$ cat config.mk
export PLATFORM = sky130hd
export DESIGN_NAME = rgb_calibrated_color_classifier_top
export DESIGN_NICKNAME = d
export VERILOG_FILES = /design/src/hw/rtl/rccc_pkg.sv /design/src/hw/rtl/rccc_scale.sv /design/src/hw/rtl/rccc_class.sv /design/src/hw/rtl/rgb_calibrated_color_classifier_top.sv
export SDC_FILE = /design/constraint.sdc
export NUM_CORES = 1
export LEC_CHECK = 0
export ABC_AREA = 1
export BUFFER_PORTS_ARGS = -buffer_cell sky130_fd_sc_hd__buf_2
export CAP_MARGIN = 5
export CORE_UTILIZATION = 55
export CTS_CLUSTER_DIAMETER = 30
export DETAILED_ROUTE_END_ITERATION = 6
export GPL_TIMING_DRIVEN = 0
export PLACE_DENSITY = 0.77
export REMOVE_ABC_BUFFERS = 1
export SYNTH_ARGS = -nofsm -noshare
export SYNTH_HDL_FRONTEND = slang
export SYNTH_SLANG_ARGS = --single-unit
export TNS_END_PERCENT = 100
$ cat constraint.sdc
create_clock -name clk -period 3.6 [get_ports clk]
set_input_delay 0.18 -clock clk [delete_from_list [all_inputs] [get_ports clk]]
set_output_delay 0.18 -clock clk [all_outputs]
set_load 0.02 [all_outputs]
$ cat src/hw/rtl/rccc_pkg.sv
// shared constants, codes and types for the calibrated color classifier
package rccc_pkg;

    localparam int COUNT_BITS = 18;
    localparam int TALLY_BITS = 16;
    localparam int LEVEL_BITS = 8;
    localparam int CLASS_BITS = 3;
    localparam int REG_BITS   = 3;

    localparam logic [CLASS_BITS-1:0] CLS_WHITE   = 3'd0;
    localparam logic [CLASS_BITS-1:0] CLS_RED     = 3'd1;
    localparam logic [CLASS_BITS-1:0] CLS_GREEN   = 3'd2;
    localparam logic [CLASS_BITS-1:0] CLS_BLUE    = 3'd3;
    localparam logic [CLASS_BITS-1:0] CLS_UNKNOWN = 3'd4;

    localparam logic [REG_BITS-1:0] REG_BLACK_RED   = 3'd0;
    localparam logic [REG_BITS-1:0] REG_BLACK_GREEN = 3'd1;
    localparam logic [REG_BITS-1:0] REG_BLACK_BLUE  = 3'd2;
    localparam logic [REG_BITS-1:0] REG_WHITE_RED   = 3'd3;
    localparam logic [REG_BITS-1:0] REG_WHITE_GREEN = 3'd4;
    localparam logic [REG_BITS-1:0] REG_WHITE_BLUE  = 3'd5;
    localparam logic [REG_BITS-1:0] REG_THRESHOLD   = 3'd6;

    localparam logic [LEVEL_BITS-1:0] THRESHOLD_RESET = 8'd95;

    localparam int IN_BITS  = ((3*COUNT_BITS + 7) / 8) * 8;
    localparam int OUT_RAW  = CLASS_BITS + 3*LEVEL_BITS + 3*TALLY_BITS + 1;
    localparam int OUT_BITS = ((OUT_RAW + 7) / 8) * 8;

    typedef struct packed {
        logic                  done;
        logic                  fault;
        logic [LEVEL_BITS-1:0] level;
    } scale_sts_t;

    typedef struct packed {
        logic [CLASS_BITS-1:0] color;
        logic [TALLY_BITS-1:0] red_total;
        logic [TALLY_BITS-1:0] green_total;
        logic [TALLY_BITS-1:0] blue_total;
    } class_res_t;

endpackage

$ cat src/hw/rtl/rccc_scale.sv
// clamp and scale of one channel with a bit-serial restoring divider
module rccc_scale (
    input  logic                            clk,
    input  logic                            rst_n,
    input  logic                            start,
    input  logic [rccc_pkg::COUNT_BITS-1:0] raw,
    input  logic [rccc_pkg::COUNT_BITS-1:0] blk,
    input  logic [rccc_pkg::COUNT_BITS-1:0] wht,
    output rccc_pkg::scale_sts_t            sts
);
    import rccc_pkg::*;

    localparam int NUM_BITS = COUNT_BITS + LEVEL_BITS;
    localparam int CNT_BITS = $clog2(LEVEL_BITS);

    localparam logic [1:0] S_IDLE = 2'd0;
    localparam logic [1:0] S_PREP = 2'd1;
    localparam logic [1:0] S_DIV  = 2'd2;

    logic [1:0]            state_reg, state_next;
    logic [CNT_BITS-1:0]   cnt_reg, cnt_next;
    logic                  done_reg, done_next;
    logic                  fault_reg, fault_next;
    logic [COUNT_BITS-1:0] d_reg, d_next;
    logic [COUNT_BITS-1:0] den_reg, den_next;
    logic [COUNT_BITS-1:0] rem_reg, rem_next;
    logic [LEVEL_BITS-1:0] sh_reg, sh_next;

    logic [NUM_BITS-1:0]   num;
    logic [COUNT_BITS:0]   trial;
    logic                  q_bit;

    // d*255 as d*256 - d
    assign num   = {d_reg, {LEVEL_BITS{1'b0}}} - {{LEVEL_BITS{1'b0}}, d_reg};
    assign trial = {rem_reg, sh_reg[LEVEL_BITS-1]};
    assign q_bit = (trial >= {1'b0, den_reg});

    always_comb
    begin
        state_next = state_reg;
        cnt_next   = cnt_reg;
        done_next  = 1'b0;
        fault_next = fault_reg;
        d_next     = d_reg;
        den_next   = den_reg;
        rem_next   = rem_reg;
        sh_next    = sh_reg;
        case (state_reg)
            S_IDLE:
            begin
                if (start)
                begin
                    fault_next = (wht <= blk);
                    den_next   = wht - blk;
                    if (raw < blk)
                        d_next = '0;
                    else if (raw > wht)
                        d_next = wht - blk;
                    else
                        d_next = raw - blk;
                    state_next = S_PREP;
                end
            end
            S_PREP:
            begin
                rem_next   = num[NUM_BITS-1:LEVEL_BITS];
                sh_next    = num[LEVEL_BITS-1:0];
                cnt_next   = '0;
                state_next = S_DIV;
            end
            S_DIV:
            begin
                // one quotient bit per cycle, shifted in behind the numerator bits
                if (q_bit)
                    rem_next = COUNT_BITS'(trial - {1'b0, den_reg});
                else
                    rem_next = trial[COUNT_BITS-1:0];
                sh_next  = {sh_reg[LEVEL_BITS-2:0], q_bit};
                cnt_next = cnt_reg + 1'b1;
                if (cnt_reg == CNT_BITS'(LEVEL_BITS - 1))
                begin
                    done_next  = 1'b1;
                    state_next = S_IDLE;
                end
            end
            default:
            begin
                state_next = S_IDLE;
            end
        endcase
    end

    always_ff @(posedge clk or negedge rst_n)
    begin
        if (!rst_n)
        begin
            state_reg <= S_IDLE;
            cnt_reg   <= '0;
            done_reg  <= 1'b0;
        end
        else
        begin
            state_reg <= state_next;
            cnt_reg   <= cnt_next;
            done_reg  <= done_next;
        end
    end

    always_ff @(posedge clk)
    begin
        fault_reg <= fault_next;
        d_reg     <= d_next;
        den_reg   <= den_next;
        rem_reg   <= rem_next;
        sh_reg    <= sh_next;
    end

    assign sts.done  = done_reg;
    assign sts.fault = fault_reg;
    assign sts.level = fault_reg ? '0 : sh_reg;

endmodule

$ cat src/hw/rtl/rccc_class.sv
// color decision on the three levels and the per-class tallies
module rccc_class (
    input  logic                            clk,
    input  logic                            rst_n,
    input  logic [rccc_pkg::LEVEL_BITS-1:0] r,
    input  logic [rccc_pkg::LEVEL_BITS-1:0] g,
    input  logic [rccc_pkg::LEVEL_BITS-1:0] b,
    input  logic [rccc_pkg::LEVEL_BITS-1:0] threshold,
    input  logic                            update,
    output rccc_pkg::class_res_t            res
);
    import rccc_pkg::*;

    logic [TALLY_BITS-1:0] red_tally_reg, red_tally_next;
    logic [TALLY_BITS-1:0] green_tally_reg, green_tally_next;
    logic [TALLY_BITS-1:0] blue_tally_reg, blue_tally_next;
    logic [CLASS_BITS-1:0] color;

    always_comb
    begin
        if (r > threshold && g > threshold && b > threshold)
            color = CLS_WHITE;
        else if (b < r && g < r)
            color = CLS_RED;
        else if (b <= g && r <= g)
            color = CLS_GREEN;
        else if (r < b && g < b)
            color = CLS_BLUE;
        else
            color = CLS_UNKNOWN;
    end

    always_comb
    begin
        red_tally_next   = red_tally_reg;
        green_tally_next = green_tally_reg;
        blue_tally_next  = blue_tally_reg;
        case (color)
            CLS_RED:   red_tally_next   = red_tally_reg + 1'b1;
            CLS_GREEN: green_tally_next = green_tally_reg + 1'b1;
            CLS_BLUE:  blue_tally_next  = blue_tally_reg + 1'b1;
            default:   ;
        endcase
    end

    always_ff @(posedge clk or negedge rst_n)
    begin
        if (!rst_n)
        begin
            red_tally_reg   <= '0;
            green_tally_reg <= '0;
            blue_tally_reg  <= '0;
        end
        else if (update)
        begin
            red_tally_reg   <= red_tally_next;
            green_tally_reg <= green_tally_next;
            blue_tally_reg  <= blue_tally_next;
        end
    end

    assign res.color       = color;
    assign res.red_total   = red_tally_next;
    assign res.green_total = green_tally_next;
    assign res.blue_total  = blue_tally_next;

endmodule

$ cat src/hw/rtl/rgb_calibrated_color_classifier_top.sv
// top level of the calibrated rgb color classifier
//
//  channel | direction | handshake                      | word
//  s_axis  | in        | s_axis_tvalid / s_axis_tready  | raw red, green, blue counts
//  m_axis  | out       | m_axis_tvalid / m_axis_tready  | class, levels, totals, fault
//  cfg     | in        | cfg_valid / cfg_ready          | register index and value
//
// m_axis_tvalid rises once a word has gone through the shared scale unit channel by channel
// (start, clamp and multiply by 255, 8 quotient bits one per cycle, level handoff) and has
// been classified into the output register. the next word is taken while the result
// waits, but no new word is taken until the last one has reached the output register;
// a stalled m_axis holds the finished word back in the classify step.
// reset is asynchronous, clears the tallies and loads the calibration defaults.
module rgb_calibrated_color_classifier_top (
    input  logic                          clk,
    input  logic                          rst_n,
    input  logic                          s_axis_tvalid,
    output logic                          s_axis_tready,
    // red_raw, green_raw, blue_raw, zero pad
    input  logic [rccc_pkg::IN_BITS-1:0]  s_axis_tdata,
    output logic                          m_axis_tvalid,
    input  logic                          m_axis_tready,
    // color_class, red_level, green_level, blue_level, red_total, green_total,
    // blue_total, calibration_fault, zero pad
    output logic [rccc_pkg::OUT_BITS-1:0] m_axis_tdata,
    input  logic                          cfg_valid,
    output logic                          cfg_ready,
    input  logic [rccc_pkg::REG_BITS-1:0] cfg_index,
    input  logic [rccc_pkg::COUNT_BITS-1:0] cfg_data
);
    import rccc_pkg::*;

    localparam logic [1:0] ST_IDLE  = 2'd0;
    localparam logic [1:0] ST_START = 2'd1;
    localparam logic [1:0] ST_WAIT  = 2'd2;
    localparam logic [1:0] ST_CLASS = 2'd3;

    logic [1:0]            state_reg, state_next;
    logic [1:0]            chan_reg, chan_next;
    logic                  out_valid_reg, out_valid_next;

    logic [COUNT_BITS-1:0] black_red_reg, black_green_reg, black_blue_reg;
    logic [COUNT_BITS-1:0] white_red_reg, white_green_reg, white_blue_reg;
    logic [LEVEL_BITS-1:0] threshold_reg;

    logic [COUNT_BITS-1:0] red_raw_reg, green_raw_reg, blue_raw_reg;
    logic [LEVEL_BITS-1:0] red_level_reg, green_level_reg, blue_level_reg;
    logic                  fault_reg;
    logic [OUT_BITS-1:0]   out_data_reg;

    logic                  accept;
    logic                  out_free;
    logic                  load_out;
    logic                  scale_start;
    logic [COUNT_BITS-1:0] sel_raw, sel_blk, sel_wht;
    scale_sts_t            sts;
    class_res_t            res;

    assign accept   = s_axis_tvalid && s_axis_tready;
    assign out_free = !out_valid_reg || m_axis_tready;
    assign load_out = (state_reg == ST_CLASS) && out_free;
    assign scale_start = (state_reg == ST_START);

    assign s_axis_tready = (state_reg == ST_IDLE);
    assign cfg_ready     = 1'b1;

    always_comb
    begin
        case (chan_reg)
            2'd0:
            begin
                sel_raw = red_raw_reg;
                sel_blk = black_red_reg;
                sel_wht = white_red_reg;
            end
            2'd1:
            begin
                sel_raw = green_raw_reg;
                sel_blk = black_green_reg;
                sel_wht = white_green_reg;
            end
            default:
            begin
                sel_raw = blue_raw_reg;
                sel_blk = black_blue_reg;
                sel_wht = white_blue_reg;
            end
        endcase
    end

    rccc_scale u_scale (
        .clk   (clk),
        .rst_n (rst_n),
        .start (scale_start),
        .raw   (sel_raw),
        .blk   (sel_blk),
        .wht   (sel_wht),
        .sts   (sts)
    );

    rccc_class u_class (
        .clk       (clk),
        .rst_n     (rst_n),
        .r         (red_level_reg),
        .g         (green_level_reg),
        .b         (blue_level_reg),
        .threshold (threshold_reg),
        .update    (load_out),
        .res       (res)
    );

    always_comb
    begin
        state_next     = state_reg;
        chan_next      = chan_reg;
        out_valid_next = out_valid_reg;
        if (out_valid_reg && m_axis_tready)
            out_valid_next = 1'b0;
        case (state_reg)
            ST_IDLE:
            begin
                if (accept)
                begin
                    chan_next  = 2'd0;
                    state_next = ST_START;
                end
            end
            ST_START:
            begin
                state_next = ST_WAIT;
            end
            ST_WAIT:
            begin
                if (sts.done)
                begin
                    if (chan_reg == 2'd2)
                        state_next = ST_CLASS;
                    else
                    begin
                        chan_next  = chan_reg + 2'd1;
                        state_next = ST_START;
                    end
                end
            end
            ST_CLASS:
            begin
                if (out_free)
                begin
                    out_valid_next = 1'b1;
                    state_next     = ST_IDLE;
                end
            end
            default:
            begin
                state_next = ST_IDLE;
            end
        endcase
    end

    always_ff @(posedge clk or negedge rst_n)
    begin
        if (!rst_n)
        begin
            state_reg     <= ST_IDLE;
            chan_reg      <= 2'd0;
            out_valid_reg <= 1'b0;
        end
        else
        begin
            state_reg     <= state_next;
            chan_reg      <= chan_next;
            out_valid_reg <= out_valid_next;
        end
    end

    // calibration registers, index beyond the list is dropped
    always_ff @(posedge clk or negedge rst_n)
    begin
        if (!rst_n)
        begin
            black_red_reg   <= '0;
            black_green_reg <= '0;
            black_blue_reg  <= '0;
            white_red_reg   <= '1;
            white_green_reg <= '1;
            white_blue_reg  <= '1;
            threshold_reg   <= THRESHOLD_RESET;
        end
        else if (cfg_valid && cfg_ready)
        begin
            case (cfg_index)
                REG_BLACK_RED:   black_red_reg   <= cfg_data;
                REG_BLACK_GREEN: black_green_reg <= cfg_data;
                REG_BLACK_BLUE:  black_blue_reg  <= cfg_data;
                REG_WHITE_RED:   white_red_reg   <= cfg_data;
                REG_WHITE_GREEN: white_green_reg <= cfg_data;
                REG_WHITE_BLUE:  white_blue_reg  <= cfg_data;
                REG_THRESHOLD:   threshold_reg   <= cfg_data[LEVEL_BITS-1:0];
                default:         ;
            endcase
        end
    end

    always_ff @(posedge clk)
    begin
        if (accept)
        begin
            red_raw_reg   <= s_axis_tdata[COUNT_BITS-1:0];
            green_raw_reg <= s_axis_tdata[2*COUNT_BITS-1:COUNT_BITS];
            blue_raw_reg  <= s_axis_tdata[3*COUNT_BITS-1:2*COUNT_BITS];
            fault_reg     <= 1'b0;
        end
        else if (state_reg == ST_WAIT && sts.done)
        begin
            if (sts.fault)
                fault_reg <= 1'b1;
            case (chan_reg)
                2'd0:    red_level_reg   <= sts.level;
                2'd1:    green_level_reg <= sts.level;
                default: blue_level_reg  <= sts.level;
            endcase
        end
        if (load_out)
        begin
            out_data_reg <= {{(OUT_BITS-OUT_RAW){1'b0}}, fault_reg,
                             res.blue_total, res.green_total, res.red_total,
                             blue_level_reg, green_level_reg, red_level_reg,
                             res.color};
        end
    end

    assign m_axis_tvalid = out_valid_reg;
    assign m_axis_tdata  = out_data_reg;

endmodule
# Yosys cells after proc, flatten, opt, wreduce, memory -nomap -nowiden
# Index checks and enable logic that the tools add are counted.
[totals]
reg_bits = 393
latchBits = 0
ramBits = 0
rom_bits = 0
out_inout_bits = 83
wordCells = 142
memories = 0
[classes]
add_sub_neg = 9
n_mul = 0
n_div = 0
magnitude_cmp = 13
eq_ne = 23
shifts = 0
mux = 33
n_bitwise = 2
reduce_logical = 33
[op_table]
columns = ["op", "n"]
rows = [
  ["one-hot mux 18 bit (2 select lines)", 4],
  ["subtractor 18 bit", 3],
  ["adder 16 x 1 -> 16 bit, second input constant", 3],
  ["two-way mux 16 bit", 3],
  ["two-way mux 18 bit", 2],
  ["less-than comparator 8 bit", 4],
  ["subtractor 26 x 18 -> 26 bit", 1],
  ["greater-than comparator 8 bit", 3],
  ["AND reduction 2 bit", 10],
  [">= comparator 19 x 18 -> 1 bit", 1],
  ["greater-than comparator 18 bit", 1],
  ["less-or-equal comparator 18 bit", 1],
  ["less-than comparator 18 bit", 1],
  ["two-way mux 2 bit", 9],
  ["less-or-equal comparator 8 bit", 2],
  ["one-hot mux 8 bit (2 select lines)", 1],
  ["equality test 3 x 2 -> 1 bit, second input constant", 4],
  ["equality test 3 bit, second input constant", 4],
  ["two-way mux 3 bit", 4],
  ["AND reduction 3 bit", 4],
  ["logical AND 1 bit", 9],
  ["equality test 2 bit, second input constant", 4],
  ["two-way mux 8 bit", 1],
  ["one-hot mux 2 bit (4 select lines)", 1],
  ["other kinds (18)", 33],
]

# Depth between registers and ports, before layout
[depth]
word_depth = 8
mapped_depth = 25
depth_no_buf = 22

# Modules after synthesis
# A second synthesis with hierarchy kept.
[unflattened]
hier_cells = 2843
area_unflattened_um2 = 23532.6
[by_module_without_submodules]
columns = ["module", "n_inst", "cells_each", "area_per_inst_um2"]
rows = [
  ["rgb_calibrated_color_classifier_top", 1, 854, 10487.6],
  ["rccc_scale", 1, 1233, 8050.2],
  ["rccc_class", 1, 756, 4994.8],
]

# Least setup slack after synthesis
# No wires, ideal clock.
[synth_timing]
path_type = "flip-flop to flip-flop"
startpoint = "register out_valid_reg (netlist: m_axis_tvalid)"
endpoint = "register out_data_reg[0] (netlist: m_axis_tdata[0]) (enable)"
setup_time_ps = 470
t_arrival_ps = 3206
t_required_ps = 3130
path_slack_ps = -76
path_stages_with_launch = 6
n_path_buf = 2
period_less_slack_ps = 3676
cell_sequence = "dfrtp_1 -> inv_1 -> nor2_1 -> nor2_1 -> clkbuf_1 -> buf_1"
[synth_between]
elab_chain_len = 3
[synth_rtl]
columns = ["item", "line_no", "rtl"]
rows = [
  ["start: declaration", "rgb_calibrated_color_classifier_top.sv:40", "logic out_valid_reg, out_valid_next;"],
  ["start signal: assignment", "rgb_calibrated_color_classifier_top.sv:172", "out_valid_reg <= out_valid_next;"],
  ["zero test 1 bit", "rgb_calibrated_color_classifier_top.sv:60", "assign out_free = !out_valid_reg || m_axis_tready;"],
  ["logical OR 1 bit", "rgb_calibrated_color_classifier_top.sv:60", ""],
  ["logical AND 1 bit", "rgb_calibrated_color_classifier_top.sv:61", "assign load_out = (state_reg == ST_CLASS) && out_free;"],
  ["net load_out", "rgb_calibrated_color_classifier_top.sv:53", "logic load_out;"],
  ["end signal: assignment", "rgb_calibrated_color_classifier_top.sv:225", "out_data_reg <= {{(OUT_BITS-OUT_RAW){1'b0}}, fault_reg,"],
  ["end: declaration", "rgb_calibrated_color_classifier_top.sv:49", "logic [OUT_BITS-1:0] out_data_reg;"],
]
# The timed path passes the listed nets, and every way through them passes these cells.
# A chain may end at the register's enable or synchronous reset.

# Worst setup path in the final report
[layout_timing]
startpoint = "register chan_reg[0]"
endpoint = "register u_scale.d_reg[15], data pin"
[layout_between]
elab_chain_len = 4
word_cells_on_any_way = 10
cone_classes = "add/sub: 2; order compare: 2; eq/ne: 1; mux: 4; reduce/logical: 1"
[layout_rtl]
columns = ["item", "line_no", "rtl"]
rows = [
  ["start: declaration", "rgb_calibrated_color_classifier_top.sv:39", "logic [1:0] chan_reg, chan_next;"],
  ["start signal: assignment", "rgb_calibrated_color_classifier_top.sv:171", "chan_reg <= chan_next;"],
  ["equality test 2 x 1 -> 1 bit / zero test 2 bit (equally long branches)", "rgb_calibrated_color_classifier_top.sv:69", "case (chan_reg)"],
  ["one-hot mux 18 bit (2 select lines)", "rgb_calibrated_color_classifier_top.sv:69", ""],
  ["subtractor 18 bit (tied with other cells)", "rccc_scale.sv:60", "d_next = raw - blk;"],
  ["two-way mux 18 bit", "rccc_scale.sv:57", "else if (raw > wht)"],
  ["end signal: assignment", "rccc_scale.sv:112", "d_reg <= d_next;"],
  ["end: declaration", "rccc_scale.sv:24", "logic [COUNT_BITS-1:0] d_reg, d_next;"],
]
# Several ways; a longest one is shown, not always the timed one.

==> summary.txt <==
DIE
--------------------------------------------------------------------------------
Core region area ..................................................  38900 sq um
X dimension of the die ............................................       201 um
Top-level I/O count ...............................................          165
Standard-cell row count ...........................................           72
Area of the die ...................................................  40600 sq um
Height of the die .................................................       201 um
Initial Util ......................................................        56.2%

FINISH
--------------------------------------------------------------------------------
Diodes inserted ...................................................            0
Final layout net count ............................................         2975
Count of fill cells added during filler insertion .................         2887
Proportion of layout cells with a drive suffix above 1 ............        17.6%
Area overhead of the layout relative to synthesis .................        23.9%
Core occupancy in the finished layout .............................        69.7%
Max reg flops .....................................................           76

CLOCKING
--------------------------------------------------------------------------------
Clock slew at reported path FFs ...................................        50 ps
CTS HTree Levels ..................................................            3
Clock Root Buffer .................................................    clkbuf_16
Num CTS Buffers ...................................................           80
Sinks on the clock net ............................................          393
Skew-Pair Late Insertion Delay ....................................       620 ps
CTS tree ..........................................................          yes
Number of buffers on the longest clock path .......................            3

GLOBAL ROUTE
--------------------------------------------------------------------------------
Maximum number of pins on one net before global-route repair ......           92
Via count of the first global-routing pass ........................        18.4k
First-pass GRT wire length ........................................     94900 um
Total track usage .................................................        29.7%
Number of antenna violations at the first check in global routing .            0
Total global routing overflow .....................................            0

RUN STATUS
--------------------------------------------------------------------------------
Result of the run .................................................    completed

SETUP PATH
--------------------------------------------------------------------------------
Max stage delay cell, worst path ..................................      dfrtp_1
Critical-path cell list ........................................... inv_2 > ha_4 > nor2_4 > buf_12 > a21oi_1 > ha_1 > nand2_1 > nor4_1 > nand3b_1 > nand2_8 > clkinvlp_4 > buf_12 > a21oi_1 > nor2_1
Path type of the worst setup path ................................. register to register
Startpoint class of the critical path .............................     register
Maximum fanout encountered on the critical timing path ............           36
Worst Path Required ...............................................      3940 ps
Delay of the slowest cell on the worst path .......................       390 ps
Arrival @ worst endpoint ..........................................      3910 ps
Critical Path Sink Type ...........................................     register

PLACED DESIGN
--------------------------------------------------------------------------------
Post-DP HPWL ......................................................     38900 um
Quantity of I/O buffers inserted on ports .........................          157
Final RePlAce weighted congestion .................................        0.925

SYNTH
--------------------------------------------------------------------------------
Mean cell area of the mapped netlist ..............................   8.85 sq um
Most common flop cell mapped by yosys .............................     edfxtp_1
Number of enable flip-flop cells after synthesis ..................          217
Yosys warning total ...............................................            0
Number of distinct library cells after synthesis ..................           58
Count of state elements after synthesis ...........................          393
Fraction of registers with async set or reset after synthesis .....        44.5%
Cell count after synthesis ........................................         2472
Area of the mapped netlist ........................................  21900 sq um
Proportion of synthesized chip area in sequential cells ...........        50.2%

POWER
--------------------------------------------------------------------------------
IR drop worst, VDD ................................................     0.577 mV
Overall power after layout ........................................      27.6 mW
Power density over the cells ...................................... 1020 nW/um^2
Leakage power summed over all cells ...............................      12.2 nW

DETAILED ROUTING
--------------------------------------------------------------------------------
Total vias in the final route .....................................        18.7k
Detail-routed via count per cell ..................................         5.59
Number of iterations in the first detailed-routing pass ...........            6
Remaining routing DRC violations ..................................            0
Post-detailed-routing wire length .................................     59900 um
Iteration-0 DRC count of the detailed router ......................         1573
Antenna Nets Post-Route ...........................................            0
WL/cell ...........................................................      17.9 um

TIMING
--------------------------------------------------------------------------------
Share of the clock period used by the worst path ..................        99.1%
Transition at the pin with the smallest max-transition slack ......      1250 ps
Relative slew margins .............................................        16.5%
Upper clock frequency limit .......................................    0.280 GHz
Final setup vio count .............................................            0
Final number of hold-violating endpoints ..........................            0
Setup repair after global routing missed its margin ...............         true
Min Tclk post-route ...............................................      3570 ps
Worst-case clock skew .............................................      45.9 ps
Max-slew violation count ..........................................            0

JOB
--------------------------------------------------------------------------------
Number of max-cap violations ......................................            0

HOLD PATH
--------------------------------------------------------------------------------
Class of the tightest hold or removal check ....................... input pin to register

==> Yosys cell counts, types with 4 or more instances <==
cell type / n / area (sq um)
o21ai_0: 239 / 1200
a21oi_2: 6 / 52.6
xor2_1: 44 / 385
nand3_2: 10 / 100
clkbuf_1: 46 / 173
or2_2: 5 / 31.3
ha_1: 136 / 1700
o21ai_2: 4 / 35.0
nor2_1: 163 / 612
nor4_1: 14 / 87.6
nand3_1: 107 / 536
nor3_1: 32 / 160
o211ai_1: 8 / 60.1
buf_1: 9 / 33.8
inv_1: 269 / 1010
buf_2: 8 / 40.0
o22ai_1: 7 / 43.8
a31oi_1: 14 / 87.6
xnor2_1: 29 / 254
buf_4: 5 / 37.5
nand2_1: 636 / 2390
dfrtp_1: 115 / 2880
a21oi_1: 141 / 706
dfstp_2: 60 / 1580
a22o_1: 30 / 263
nand4_1: 23 / 144
inv_2: 6 / 22.5
nand2_2: 24 / 150
a21o_1: 6 / 45.0
o21a_1: 6 / 45.0
o21bai_1: 5 / 37.5
nand2_4: 4 / 45.0
edfxtp_1: 217 / 6520
==> logic make-up after synthesis <==
logic type / count (synthesis) / synth area share [%]
AND/OR/NAND/NOR: 1030 / 19.8
AO/OA/AOI/OAI: 485 / 12.5
flip-flops: 393 / 50.2
buffers and inverters: 349 / 6.36
adder cells (fa/ha/maj): 139 / 8.05
XOR/XNOR: 74 / 3.00
other: 2 / 0.0343
==> per-stage QoR <==
step,setup TNS [ps],hold WS [ps],setup WS [ps],area [sq um],std cells
2_1_floorplan,-418700,-116,-4410,21500,2402
4_1_cts,0,1.24,0.479,26800,3324
6_report,0,26.2,32.2,27100,3338
3_3_place_gp,-847060,356,-7930,23000,3077
5_1_grt,-364,15.7,-69.6,27100,3338
3_5_place_dp,-28650,254,-1480,23200,3086
==> worst paths after layout <==
path / cells past startpoint / slack [ps] / from / to
hold reg to reg: 0 / 410 / fault_reg$_SDFFE_PP0P_ / m_axis_tdata[75]$_DFFE_PP_
setup reg to reg: 14 / 30 / chan_reg[0]$_DFFE_PN0P_ / u_scale.d_reg[15]$_SDFFCE_PN0P_
setup / recovery: 14 / 30 / chan_reg[0]$_DFFE_PN0P_ / u_scale.d_reg[15]$_SDFFCE_PN0P_
hold / removal: 3 / 30 / cfg_data[6] / black_green_reg[6]$_DFFE_PN0P_
max in group asynchronous: 3 / 2490 / rst_n / white_red_reg[10]$_DFFE_PN1P_
min in group asynchronous: 2 / 170 / rst_n / u_class.green_tally_reg[5]$_DFFE_PN0P_
==> placed cells by master (no fill, tap or decap), types with 14 or more instances in the layout <==
cell type,count
a21oi_1,129
a21oi_2,16
a22o_1,30
a31oi_1,14
buf_2,156
buf_4,21
clkbuf_1,15
clkbuf_16,81
dfrtp_1,115
dfstp_2,60
dlygate4sd3_1,74
edfxtp_1,217
ha_1,133
inv_1,263
nand2_1,630
nand2_2,27
nand3_1,103
nand3_2,14
nand4_1,23
nor2_1,159
nor3_1,29
nor4_1,14
o21ai_0,238
xnor2_1,28
xor2_1,44
==> routing by layer <==
metal	vias up	part of all wire, %	global-route usage (%)
met5	-	0	0
met4	0	3.6	12.1
met3	148	6.2	5.00
met2	721	49	50.3
met1	8877	42	37.8
li1	8916	-	-
==> power breakdown <==
part,internal (mW),leakage (nW),switching (mW)
clock,4.57,1.27,2.53
sequential,6.57,4.13,0.657
combinational,4.67,6.82,8.64
total,15.8,12.2,11.8
==> what timing repair did <==
item                                    in CTS  in global routing
buffers inserted                            15                 12
hold endpoints to repair                   218                  0
endpoints found under the setup margin      39                 30
resized for setup                           14                 33
cloned                                       1                  1
pin swaps                                    4                 13
hold buffers                                74                  0
==> worst max-delay path: cells and delay by family (launching register included) <==
kind / cells / cell delay (ps)
compound gates: 2 / 290
fa+ha+maj: 2 / 510
buf+inv: 4 / 710
flops: 1 / 390
simple gates: 6 / 1350
==> area by class of cell <==
type	count	area, sq um	share of cell area [%]
inverter	276	1040	3.85
clock inverter	43	453	1.67
sequential	393	11000	40.5
timing repair buffer	269	2080	7.65
clock buffer	105	2200	8.10
multi-input combinational	1734	9720	35.8
tap	518	648	2.39
Note: power is estimated with default switching activity, not from simulation.
